[src/hw/rtl/scr_pkg.sv]
`timescale 1ns / 1ps

package scr_pkg;

    localparam int FRAMES_DEF    = 8;
    localparam int PAGE_BITS_DEF = 16;

    localparam int PAGE_NUM_W = 16;
    localparam int FRAME_IDX_W = 3;
    localparam int COUNT_W    = 32;
    localparam int CFG_W      = 4;

    localparam logic [COUNT_W-1:0] COUNT_MAX = '1;

    typedef enum logic [1:0] {
        S_IDLE,
        S_MATCH,
        S_RESOLVE,
        S_SWEEP
    } state_t;

    typedef struct packed {
        logic load;
        logic match;
        logic start_sweep;
        logic clear_ref;
        logic place;
        logic hit_done;
    } cmd_t;

    typedef struct packed {
        logic any_hit;
        logic ref_at_hand;
        logic out_free;
    } sts_t;

endpackage

[src/hw/rtl/scr_req_if.sv]
`timescale 1ns / 1ps

interface scr_req_if
    import scr_pkg::*;
();
    logic                  valid;
    logic                  ready;
    logic [PAGE_NUM_W-1:0] page_number;

    modport source (output valid, output page_number, input ready);
    modport sink (input valid, input page_number, output ready);
endinterface

[src/hw/rtl/scr_rsp_if.sv]
`timescale 1ns / 1ps

interface scr_rsp_if
    import scr_pkg::*;
();
    logic                   valid;
    logic                   ready;
    logic                   hit;
    logic [FRAME_IDX_W-1:0] frame_index;
    logic [COUNT_W-1:0]     request_count;
    logic [COUNT_W-1:0]     fault_count;

    modport source (output valid, output hit, output frame_index,
                    output request_count, output fault_count, input ready);
    modport sink (input valid, input hit, input frame_index,
                  input request_count, input fault_count, output ready);
endinterface

[src/hw/rtl/scr_ctrl.sv]
`timescale 1ns / 1ps

module scr_ctrl
    import scr_pkg::*;
(
    input  logic clk,
    input  logic rst_n,
    input  logic req_valid,
    output logic req_ready,
    input  sts_t sts,
    output cmd_t cmd
);

    state_t state_reg;
    state_t state_next;

    always_ff @(posedge clk or negedge rst_n)
    begin
        if (!rst_n)
        begin
            state_reg <= S_IDLE;
        end
        else
        begin
            state_reg <= state_next;
        end
    end

    always_comb
    begin
        state_next = state_reg;
        cmd        = '0;
        req_ready  = 1'b0;
        case (state_reg)
            S_IDLE:
            begin
                req_ready = 1'b1;
                if (req_valid)
                begin
                    cmd.load   = 1'b1;
                    state_next = S_MATCH;
                end
            end
            S_MATCH:
            begin
                cmd.match  = 1'b1;
                state_next = S_RESOLVE;
            end
            S_RESOLVE:
            begin
                if (sts.any_hit)
                begin
                    // hold until the output slot frees up
                    if (sts.out_free)
                    begin
                        cmd.hit_done = 1'b1;
                        state_next   = S_IDLE;
                    end
                end
                else
                begin
                    cmd.start_sweep = 1'b1;
                    state_next      = S_SWEEP;
                end
            end
            S_SWEEP:
            begin
                if (sts.ref_at_hand)
                begin
                    cmd.clear_ref = 1'b1;
                end
                else if (sts.out_free)
                begin
                    cmd.place  = 1'b1;
                    state_next = S_IDLE;
                end
            end
            default:
            begin
                state_next = S_IDLE;
            end
        endcase
    end

endmodule

[src/hw/rtl/scr_dp.sv]
`timescale 1ns / 1ps

module scr_dp
    import scr_pkg::*;
#(
    parameter int FRAMES    = FRAMES_DEF,
    parameter int PAGE_BITS = PAGE_BITS_DEF
)
(
    input  logic                   clk,
    input  logic                   rst_n,
    input  logic                   cfg_we,
    input  logic [CFG_W-1:0]       cfg_wdata,
    input  logic [PAGE_NUM_W-1:0]  page_number,
    input  cmd_t                   cmd,
    output sts_t                   sts,
    output logic                   out_valid,
    input  logic                   out_ready,
    output logic                   out_hit,
    output logic [FRAME_IDX_W-1:0] out_frame_index,
    output logic [COUNT_W-1:0]     out_request_count,
    output logic [COUNT_W-1:0]     out_fault_count
);

    localparam int IDX_W = (FRAMES > 1) ? $clog2(FRAMES) : 1;
    localparam int CNT_W = $clog2(FRAMES + 1);
    localparam int EXT_W = (IDX_W > FRAME_IDX_W) ? IDX_W : FRAME_IDX_W;
    localparam int CMP_W = 8;

    logic [PAGE_BITS-1:0] frame_page [FRAMES];

    logic [CFG_W-1:0]     active_frames_reg;
    logic [PAGE_BITS-1:0] page_reg;
    logic [CNT_W-1:0]     n_reg;
    logic [FRAMES-1:0]    match_reg;
    logic [FRAMES-1:0]    valid_reg;
    logic [FRAMES-1:0]    ref_reg;
    logic [IDX_W-1:0]     hand_reg;
    logic [IDX_W-1:0]     sweep_reg;
    logic [COUNT_W-1:0]   req_cnt_reg;
    logic [COUNT_W-1:0]   flt_cnt_reg;

    logic                   out_valid_reg;
    logic                   out_hit_reg;
    logic [FRAME_IDX_W-1:0] out_idx_reg;
    logic [COUNT_W-1:0]     out_req_reg;
    logic [COUNT_W-1:0]     out_flt_reg;

    logic [CNT_W-1:0]   n_next;
    logic [FRAMES-1:0]  match_next;
    logic [IDX_W-1:0]   hit_idx;
    logic [IDX_W-1:0]   sweep_start;
    logic [IDX_W-1:0]   sweep_adv;
    logic [CNT_W-1:0]   sweep_inc;
    logic [COUNT_W-1:0] req_inc;
    logic [COUNT_W-1:0] flt_inc;
    logic [EXT_W-1:0]   hit_ext;
    logic [EXT_W-1:0]   sweep_ext;

    // clamp the frames-in-use setting to 1..FRAMES
    always_comb
    begin
        if (active_frames_reg == '0)
        begin
            n_next = CNT_W'(1);
        end
        else if (CMP_W'(active_frames_reg) > CMP_W'(FRAMES))
        begin
            n_next = CNT_W'(FRAMES);
        end
        else
        begin
            n_next = CNT_W'(active_frames_reg);
        end
    end

    always_comb
    begin
        for (int i = 0; i < FRAMES; i++)
        begin
            match_next[i] = valid_reg[i] && (frame_page[i] == page_reg)
                            && (CNT_W'(i) < n_reg);
        end
    end

    // lowest matching frame wins
    always_comb
    begin
        hit_idx = '0;
        for (int i = FRAMES - 1; i >= 0; i--)
        begin
            if (match_reg[i])
            begin
                hit_idx = IDX_W'(i);
            end
        end
    end

    assign sweep_start = (CNT_W'(hand_reg) >= n_reg) ? '0 : hand_reg;
    assign sweep_inc   = CNT_W'(sweep_reg) + CNT_W'(1);
    assign sweep_adv   = (sweep_inc < n_reg) ? IDX_W'(sweep_inc) : '0;

    assign req_inc = (req_cnt_reg == COUNT_MAX) ? req_cnt_reg : req_cnt_reg + 1'b1;
    assign flt_inc = (flt_cnt_reg == COUNT_MAX) ? flt_cnt_reg : flt_cnt_reg + 1'b1;

    assign hit_ext   = EXT_W'(hit_idx);
    assign sweep_ext = EXT_W'(sweep_reg);

    assign sts.any_hit     = |match_reg;
    assign sts.ref_at_hand = ref_reg[sweep_reg];
    assign sts.out_free    = !out_valid_reg || out_ready;

    always_ff @(posedge clk)
    begin
        if (cmd.place)
        begin
            frame_page[sweep_reg] <= page_reg;
        end
    end

    always_ff @(posedge clk)
    begin
        if (cmd.load)
        begin
            page_reg <= PAGE_BITS'(page_number);
            n_reg    <= n_next;
        end
        if (cmd.match)
        begin
            match_reg <= match_next;
        end
        if (cmd.start_sweep)
        begin
            sweep_reg <= sweep_start;
        end
        else if (cmd.clear_ref)
        begin
            sweep_reg <= sweep_adv;
        end
        if (cmd.hit_done)
        begin
            out_hit_reg <= 1'b1;
            out_idx_reg <= hit_ext[FRAME_IDX_W-1:0];
            out_req_reg <= req_inc;
            out_flt_reg <= flt_cnt_reg;
        end
        else if (cmd.place)
        begin
            out_hit_reg <= 1'b0;
            out_idx_reg <= sweep_ext[FRAME_IDX_W-1:0];
            out_req_reg <= req_inc;
            out_flt_reg <= flt_inc;
        end
    end

    always_ff @(posedge clk or negedge rst_n)
    begin
        if (!rst_n)
        begin
            active_frames_reg <= CFG_W'(FRAMES);
            valid_reg         <= '0;
            ref_reg           <= '0;
            hand_reg          <= '0;
            req_cnt_reg       <= '0;
            flt_cnt_reg       <= '0;
            out_valid_reg     <= 1'b0;
        end
        else
        begin
            if (cfg_we)
            begin
                active_frames_reg <= cfg_wdata;
            end
            if (cmd.hit_done)
            begin
                ref_reg[hit_idx] <= 1'b1;
                req_cnt_reg      <= req_inc;
            end
            if (cmd.clear_ref)
            begin
                ref_reg[sweep_reg] <= 1'b0;
            end
            if (cmd.place)
            begin
                valid_reg[sweep_reg] <= 1'b1;
                ref_reg[sweep_reg]   <= 1'b0;
                hand_reg             <= sweep_adv;
                req_cnt_reg          <= req_inc;
                flt_cnt_reg          <= flt_inc;
            end
            if (cmd.hit_done || cmd.place)
            begin
                out_valid_reg <= 1'b1;
            end
            else if (out_ready)
            begin
                out_valid_reg <= 1'b0;
            end
        end
    end

    assign out_valid         = out_valid_reg;
    assign out_hit           = out_hit_reg;
    assign out_frame_index   = out_idx_reg;
    assign out_request_count = out_req_reg;
    assign out_fault_count   = out_flt_reg;

endmodule

[src/hw/rtl/second_chance_page_replacer.sv]
`timescale 1ns / 1ps

// Second-chance (clock) page replacer.
// req carries one page number per beat; rsp returns one beat per request with
// hit, the frame used, and the saturating request and fault totals.
// cfg_we/cfg_wdata set the number of frames in use; write only while idle.
// One request is worked at a time. A hit is answered after the request is
// loaded, a parallel tag compare is registered, then a priority select.
// On a miss the hand sweeps, clearing set reference bits (0..frames in use)
// one frame per cycle, then places the page in the first clear frame.
// req.ready rises again in the cycle the result is registered, so the next
// request can be taken while a finished result still waits on rsp.
// If the receiver stalls, the result holds in the output register and the
// block holds the following request just before it would write its result.
// Reset clears all valid and reference bits, the hand and both totals, and
// sets the frames in use to FRAMES; page tags need no clearing.
module second_chance_page_replacer
    import scr_pkg::*;
#(
    parameter int FRAMES    = FRAMES_DEF,
    parameter int PAGE_BITS = PAGE_BITS_DEF
)
(
    input  logic             clk,
    input  logic             rst_n,
    scr_req_if.sink          req,
    scr_rsp_if.source        rsp,
    input  logic             cfg_we,
    input  logic [CFG_W-1:0] cfg_wdata
);

    cmd_t cmd;
    sts_t sts;

    scr_ctrl u_ctrl (
        .clk       (clk),
        .rst_n     (rst_n),
        .req_valid (req.valid),
        .req_ready (req.ready),
        .sts       (sts),
        .cmd       (cmd)
    );

    scr_dp #(
        .FRAMES    (FRAMES),
        .PAGE_BITS (PAGE_BITS)
    ) u_dp (
        .clk               (clk),
        .rst_n             (rst_n),
        .cfg_we            (cfg_we),
        .cfg_wdata         (cfg_wdata),
        .page_number       (req.page_number),
        .cmd               (cmd),
        .sts               (sts),
        .out_valid         (rsp.valid),
        .out_ready         (rsp.ready),
        .out_hit           (rsp.hit),
        .out_frame_index   (rsp.frame_index),
        .out_request_count (rsp.request_count),
        .out_fault_count   (rsp.fault_count)
    );

endmodule

[src/flat_wrapper.sv]
// flat-port wrapper written by rule: the top's interface ports become plain ports
module second_chance_page_replacer_flat import scr_pkg::*;
#(
    parameter int FRAMES    = FRAMES_DEF,
    parameter int PAGE_BITS = PAGE_BITS_DEF
)
  (clk, rst_n, cfg_we, cfg_wdata, req_valid, req_page_number, req_ready, rsp_valid, rsp_hit, rsp_frame_index, rsp_request_count, rsp_fault_count, rsp_ready);
  scr_req_if req_i ();
  scr_rsp_if rsp_i ();
  input  logic clk;
  input  logic rst_n;
  input  logic cfg_we;
  input  logic [CFG_W-1:0] cfg_wdata;
  input wire logic [$bits(req_i.valid)-1:0] req_valid;
  input wire logic [$bits(req_i.page_number)-1:0] req_page_number;
  output wire logic [$bits(req_i.ready)-1:0] req_ready;
  output wire logic [$bits(rsp_i.valid)-1:0] rsp_valid;
  output wire logic [$bits(rsp_i.hit)-1:0] rsp_hit;
  output wire logic [$bits(rsp_i.frame_index)-1:0] rsp_frame_index;
  output wire logic [$bits(rsp_i.request_count)-1:0] rsp_request_count;
  output wire logic [$bits(rsp_i.fault_count)-1:0] rsp_fault_count;
  input wire logic [$bits(rsp_i.ready)-1:0] rsp_ready;
  assign req_i.valid = req_valid;
  assign req_i.page_number = req_page_number;
  assign req_ready = req_i.ready;
  assign rsp_valid = rsp_i.valid;
  assign rsp_hit = rsp_i.hit;
  assign rsp_frame_index = rsp_i.frame_index;
  assign rsp_request_count = rsp_i.request_count;
  assign rsp_fault_count = rsp_i.fault_count;
  assign rsp_i.ready = rsp_ready;
  second_chance_page_replacer #(.FRAMES(FRAMES), .PAGE_BITS(PAGE_BITS)) u_core (.clk(clk), .rst_n(rst_n), .req(req_i), .rsp(rsp_i), .cfg_we(cfg_we), .cfg_wdata(cfg_wdata));
endmodule
[config.mk]
export PLATFORM = sky130hd
export DESIGN_NAME = second_chance_page_replacer_flat
export DESIGN_NICKNAME = d
export VERILOG_FILES = /design/src/hw/rtl/scr_pkg.sv /design/src/hw/rtl/scr_req_if.sv /design/src/hw/rtl/scr_rsp_if.sv /design/src/hw/rtl/scr_ctrl.sv /design/src/hw/rtl/scr_dp.sv /design/src/hw/rtl/second_chance_page_replacer.sv /design/src/flat_wrapper.sv
export SDC_FILE = /design/constraint.sdc
export NUM_CORES = 1
export LEC_CHECK = 0
export BUFFER_PORTS_ARGS = -buffer_cell sky130_fd_sc_hd__buf_2
export CAP_MARGIN = 40
export CORE_MARGIN = 5
export CORE_UTILIZATION = 39
export CTS_CLUSTER_DIAMETER = 80
export DETAILED_ROUTE_END_ITERATION = 8
export GPL_TIMING_DRIVEN = 1
export SLEW_MARGIN = 10
export SYNTH_ARGS = -nofsm -noshare
export SYNTH_HDL_FRONTEND = slang
export SYNTH_HIERARCHICAL = 1
export SYNTH_SLANG_ARGS = --single-unit
[constraint.sdc]
create_clock -name clk -period 4.5 [get_ports clk]
set_input_delay 0 -clock clk [delete_from_list [all_inputs] [get_ports clk]]
set_output_delay 0 -clock clk [all_outputs]
set_load 0.1 [all_outputs]
==> results of run 1 <==
==> cell families after synthesis <==
group / Yosys count / share of synthesized area (%)
simple gates: 356 / 13.3
flops: 317 / 64.1
xor+xnor: 239 / 14.8
compound gates: 76 / 3.92
buf+inv: 65 / 1.98
mux: 14 / 1.09
fa+ha+maj: 9 / 0.797
==> power breakdown <==
group | leakage, nW | internal, mW | switching, mW
clock | 0.584 | 1.74 | 1.13
combinational | 2.55 | 0.610 | 2.44
sequential | 3.27 | 3.71 | 0.255
==> metal layers <==
metal | vias up | part of all wire, % | global-route usage (%)
li1 | 4162 | - | -
met1 | 4173 | 47 | 20.0
met2 | 184 | 47 | 23.6
met3 | 40 | 4.3 | 2.31
met4 | 0 | 1.9 | 3.66
met5 | - | 0 | 0
==> per-stage QoR <==
step | std cells | hold slack [ns] | setup WS, ns | cell area [µm²]
floorplan | 1076 | -0.296 | 0.173 | 14100
global placement | 1612 | 0.0523 | 1.20 | 15200
detailed placement | 1616 | 0.0505 | 1.16 | 15200
CTS | 1706 | 0.0847 | 1.14 | 16700
global route | 1706 | 0.127 | 0.765 | 16700
finish | 1706 | 0.0499 | 1.13 | 16700
==> cell usage in the layout (no fill, tap or decap), drive strengths merged, types with 4 or more instances in the layout <==
cell type and instances:
xor2 117, edfxtp 226, and3 18, or2 13
a31oi 10, nor3 31, inv 19, nand2 75
nor2 59, ha 9, a21o 4, dfrtp 89
xnor2 122, dlygate4sd3 27, nand2b 11, buf 128
and2 6, clkinv 9, clkbuf 48, a21boi 5
a21oi 11, o21ai 13, nand4 35, nor2b 7
nand3 47, nor4 35, mux2 11, and4 7
==> worst reg2reg max path: cells and delay by family, from the launching register on <==
kind	cells	cell delay (ns)
flops	1	0.61
buf+inv	2	0.74
simple gates	5	1.19
compound gates	3	0.58
xor+xnor	1	0.18
==> layout make-up <==
class	instances	area [µm²]	area share [%]
Clock buffer	48	1000	6.02
Tap cell	461	577	3.46
Sequential cell	317	9060	54.3
Multi-Input combinational cell	694	4800	28.8
Clock inverter	15	170	1.02
Inverter	16	60.1	0.360
Timing Repair Buffer	155	1010	6.08
==> worst max path at each step <==
stage                                   to  depth (start not counted)
4_1_cts        u_core/u_dp/req_cnt_reg[25]                         11
6_report       u_core/u_dp/req_cnt_reg[25]                         11
5_1_grt        u_core/u_dp/req_cnt_reg[25]                         11
3_5_place_dp   u_core/u_dp/req_cnt_reg[25]                         11
2_1_floorplan  u_core/u_dp/req_cnt_reg[22]                         11
3_3_place_gp   u_core/u_dp/req_cnt_reg[23]                         11
==> metrics.txt, run 1 <==
status complete, no violations; Core Util, Final 46.8%; reg-to-reg endpoint u_core/u_dp/req_cnt_reg[25]; largest net degree at the start of global routing 53; register area share after synthesis 64.1%; Crit-path slowest cell edfxtp_1; Reg2Reg Setup Slack 1.13 ns; Pwr Total 9.89 mW; synthesized net count 1110; Slew HR 51.4%; clock root buffer master clkbuf_16; CP startpoint kind flop; HPWL after DPL 19200 µm; Die Wd 200 µm; CP Launch Point u_core/u_dp/sweep_ext[0]; DR iter-0 viols 548; CP endpoint kind flop; CTS sink count 317; peak supply drop 0.374 mV; max-cap violation count 0; setup_tns 0 ns; Hold-fix buffers, CTS 27; Avg Cell Area, Syn 13.1 µm²; fmax 297 MHz; Port Buffers 94; CTS H-tree lvls 2; Routed WL 29100 µm; Min-Delay Path Class in2async; # IOs 95; vias in the first global route 8533; # setup viols final 0; global-route wire length before repair 47100 µm; synth top area cells edfxtp_1, dfrtp_1, xnor2_1; Die Y 200 µm; Distinct cells, synth 67; Rows 69; routability congestion estimate 0.811; final antenna-violating net count 0; n_diodes 0; crit path DAT 3.80 ns; post-CTS sizing 0; Lkg Pwr 6.41 nW; CTS tree built; YS warnings 6; area grow syn2layout 18.1%; reg2reg start u_core/u_dp/sweep_ext[0]; layout cell share with drive strength beyond 1 18.0%; global route overflow 0; fin nets 1253; Clk pin slew, worst setup/hold paths 0.06 ns; Max Root-Sink Buffers 3; die area 40100 µm²; antenna violations before repair 0; CP max FO 32; count leader, synth edfxtp_1; DRC Markers 0; worst r2r path cells 11; CTS Buf Count 35; Synth top area share 48.0%; Post-synth EDFFs 226; first-pass detailed-route iteration total 5; RSZ-0062 raised after global routing false; GRT Util Overall 14.3%; Synth Register Bits 317; period utilisation layout 74.9%; Slew @ Worst Pin 0.728 ns; Most flops, register u_core/u_dp/frame_page; Via Count 8559; Hold Fails Final Rpt 0; Synth Instances 1076; initial core utilization 39.6%; buffers plus inverters on the worst setup path 2; Max Clock Skew 0.0192 ns; Post-CTS Setup Bufs 0; worst path cell trace nor2_1, a221oi_1, a21o_1, o221ai_1, and4b_1, nor2_1, buf_4, inv_2, nand2_1, nor4_1, xor2_1; Critical Setup Path Class reg2reg; FILL cells 3168; wire length per cell 17.1 µm; clock period minus worst slack 3.37 ns; delay of the slowest critical-path stage 0.61 ns; max FFs per register 128; dominant cell type by area after synthesis edfxtp_1; WP data required 4.93 ns; vias per cell 5.02; crit-path leading delay family simple AND/OR/NAND/NOR gates; area of the core 35700 µm²; Post-synth ARST share 28.4%; worst skew pair latency 0.51 ns; pwr dens 593 nW/µm²; Post-Synthesis Cell Area 14100 µm²; list of most frequent post-synthesis cells edfxtp_1, xnor2_1, xor2_1, dfrtp_1, nand2_1; Crit path top cell by count nor2_1; prevailing post-synth register cell edfxtp_1; count of pins over their slew limit 0
No activity file was read; power rests on OpenSTA's default activity.
==> run 2: changes to the inputs <==
==> constraint.sdc (replaced) <==
create_clock -name clk -period 2.9 [get_ports clk]
set_input_delay 0 -clock clk [delete_from_list [all_inputs] [get_ports clk]]
set_output_delay 0 -clock clk [all_outputs]
set_load 0.1 [all_outputs]
==> run 2 against run 1 <==
Worst setup slack worse by 0.91 ns; critical path depth is 2 lower; fmax is 26% higher; clock power is 58% higher; die area stayed put; critical endpoint is now u_core/u_dp/frame_page[3][7]; first-iteration DRC count is 12% lower; via count is 1.6% higher; power is 57% higher; sequential cell count stayed put; sequential power is 57% higher.
==> metrics.txt, run 2 (synthesis gave the netlist of run 1 again) <==
Die Y 200 µm (unchanged); Post-CTS Setup Bufs 0 (unchanged); Pint 9.55 mW (was 6.07 mW); # setup viols final 0 (unchanged); Psw 5.99 mW (was 3.82 mW); worst r2r path cells 9 (was 11); DP Cell Count 1645 (was 1616); DRC Markers 0 (unchanged); CP startpoint kind flop (unchanged); Post-Layout Cell Count 1737 (was 1706); clock period minus worst slack 2.69 ns (was 3.37 ns); GRT Util Overall 14.9% (was 14.3%); Min-Delay Path Class in2async (unchanged); routability congestion estimate 0.805 (was 0.811); DR iter-0 viols 482 (was 548); Reg2Reg Setup Slack 0.21 ns (was 1.13 ns); sequential share of power 40.2% (was 40.1%); # IOs 95 (unchanged); Critical Setup Path Class reg2reg (unchanged); CP endpoint kind flop (unchanged); count of pins over their slew limit 0 (unchanged); area grow syn2layout 20.2% (was 18.1%); most frequent cells in the layout edfxtp_1, xnor2_1, xor2_1, buf_2, dfrtp_1 (unchanged); vias per cell 5.01 (was 5.02); pwr dens 915 nW/µm² (was 593 nW/µm²); Max Clock Skew 0.0247 ns (was 0.0192 ns); clock network fraction of total power 29.2% (was 29.1%); clock root buffer master clkbuf_16 (unchanged); CTS sink count 317 (unchanged); Routed WL 30100 µm (was 29100 µm); first-pass detailed-route iteration total 5 (unchanged); delay of the slowest critical-path stage 0.45 ns (was 0.61 ns); Slew HR 53.6% (was 51.4%); largest net degree at the start of global routing 91 (was 53); RSZ-0062 raised after global routing false (unchanged); Crit path top cell by count buf_4 (was nor2_1); fin nets 1282 (was 1253); HPWL after DPL 20500 µm (was 19200 µm); Port Buffers 94 (unchanged); status complete, no violations (unchanged); CTS tree built (unchanged); worst path cell trace and2_1, a221oi_1, a21o_1, o221ai_1, and4b_1, buf_4, nand2b_1, nor2_2, buf_4 (was nor2_1, a221oi_1, a21o_1, o221ai_1, and4b_1, nor2_1, buf_4, inv_2, nand2_1, nor4_1, xor2_1); worst skew pair latency 0.52 ns (was 0.51 ns); Lkg Pwr 6.55 nW (was 6.41 nW); Hold Fails Final Rpt 0 (unchanged); Slew @ Worst Pin 0.689 ns (was 0.728 ns); sw frac 38.5% (was 38.6%); Clk pin slew, worst setup/hold paths 0.06 ns (about the same); most common cell after layout, fill and taps aside edfxtp_1 (unchanged); max-cap violation count 0 (unchanged); die area 40100 µm² (unchanged); Most flops, register u_core/u_dp/frame_page (unchanged); CTS Buf Count 36 (was 35); Rows 69 (unchanged); peak supply drop 0.593 mV (was 0.374 mV); global-route wire length before repair 48900 µm (was 47100 µm); global route overflow 0 (unchanged); Max Root-Sink Buffers 3 (unchanged); CP max FO 17 (was 32); wire length per cell 17.3 µm (was 17.1 µm); Die Wd 200 µm (unchanged); Via Count 8695 (was 8559); final antenna-violating net count 0 (unchanged); fmax 372 MHz (was 297 MHz); CTS H-tree lvls 2 (unchanged); layout cell share with drive strength beyond 1 20.2% (was 18.0%); vias in the first global route 8740 (was 8533); initial core utilization 39.6% (unchanged); combinational share of power 30.6% (was 30.8%); max FFs per register 128 (unchanged); area of the core 35700 µm² (unchanged); antenna violations before repair 0 (unchanged); period utilisation layout 92.6% (was 74.9%); crit path DAT 2.89 ns (was 3.80 ns); Crit-path slowest cell edfxtp_1 (unchanged); WP data required 3.11 ns (was 4.93 ns); tightest hold margin 0.110 ns (was 0.0499 ns); Core Util, Final 47.6% (was 46.8%)
-- run 2: cell types whose count changed in the layout (fill, tap and decap cells not counted), moves of 2 or more --
cell	previous run	this run
buf_4	32	61
nor2_1	59	53
nor2_2	0	6
clkbuf_8	8	4
clkbuf_1	5	8
clkinv_1	2	5
clkinv_2	6	3
buf_12	1	3
inv_6	3	1
inv_8	0	2
-- run 2: power by group through the flow --
stage,sequential (mW),combinational [mW],clock [mW]
floorplan,8.52,1.44,0
global placement,6.32,4.73,0
detailed placement,6.34,4.77,0
CTS,6.25,4.80,4.68
global route,6.33,5.01,4.87
finish,6.24,4.76,4.53
-- run 2: path summary, 6_finish.rpt --
kind | from | to
max | u_core/u_dp/sweep_ext[1] | u_core/u_dp/frame_page[3][7]
min | rst_n | u_core/u_dp/req_cnt_reg[24]
min in group clk | req_valid | u_core/u_dp/page_reg[12]
min reg2reg | u_core/u_dp/valid_reg[1] | u_core/u_dp/valid_reg[1]
max reg2reg | u_core/u_dp/sweep_ext[1] | u_core/u_dp/frame_page[3][7]
max in group asynchronous | rst_n | u_core/u_dp/flt_cnt_reg[3]
-- run 2: per-stage QoR --
step / power [mW] / setup slack, ns / cell area, µm² / TNS [ns]
floorplan: 9.97 / -0.160 / 14200 / -1.29
global placement: 11.1 / 0.260 / 15500 / 0
detailed placement: 11.1 / 0.213 / 15500 / 0
CTS: 15.7 / 0.189 / 17000 / 0
global route: 16.2 / 0.0104 / 17000 / 0
finish: 15.5 / 0.215 / 17000 / 0
-- run 2: timing repair --
item	CTS	global route
endpoints found under the hold margin	111	0
hold buffers	26	0
endpoints found under the setup margin	0	1
resized for setup	0	1
-- run 2: critical path, delay by kind of cell (launching register included) --
family | cells | cell delay, ns
and+or+nand+nor | 4 | 0.94
AOI/OAI and AO/OA | 3 | 0.52
buffers and inverters | 2 | 0.46
DFF | 1 | 0.45
-- run 2: cell type report --
cell class / count / area (µm²)
fill: 3141 / 18700
sequential: 317 / 9060
multi-input combinational: 694 / 4830
timing repair buffer: 183 / 1240
clock buffer: 48 / 986
tap: 461 / 577
clock inverter: 17 / 209
inverter: 16 / 65.1
antenna: 1 / 2.50
-- run 2: layer usage --
metal	share of wire [%]	wire length [µm]	global-route usage, %
met2	46	13900	23.8
met5	0	0	0
met1	47	14300	21.3
met3	4.8	1440	3.12
met4	1.5	455	3.24
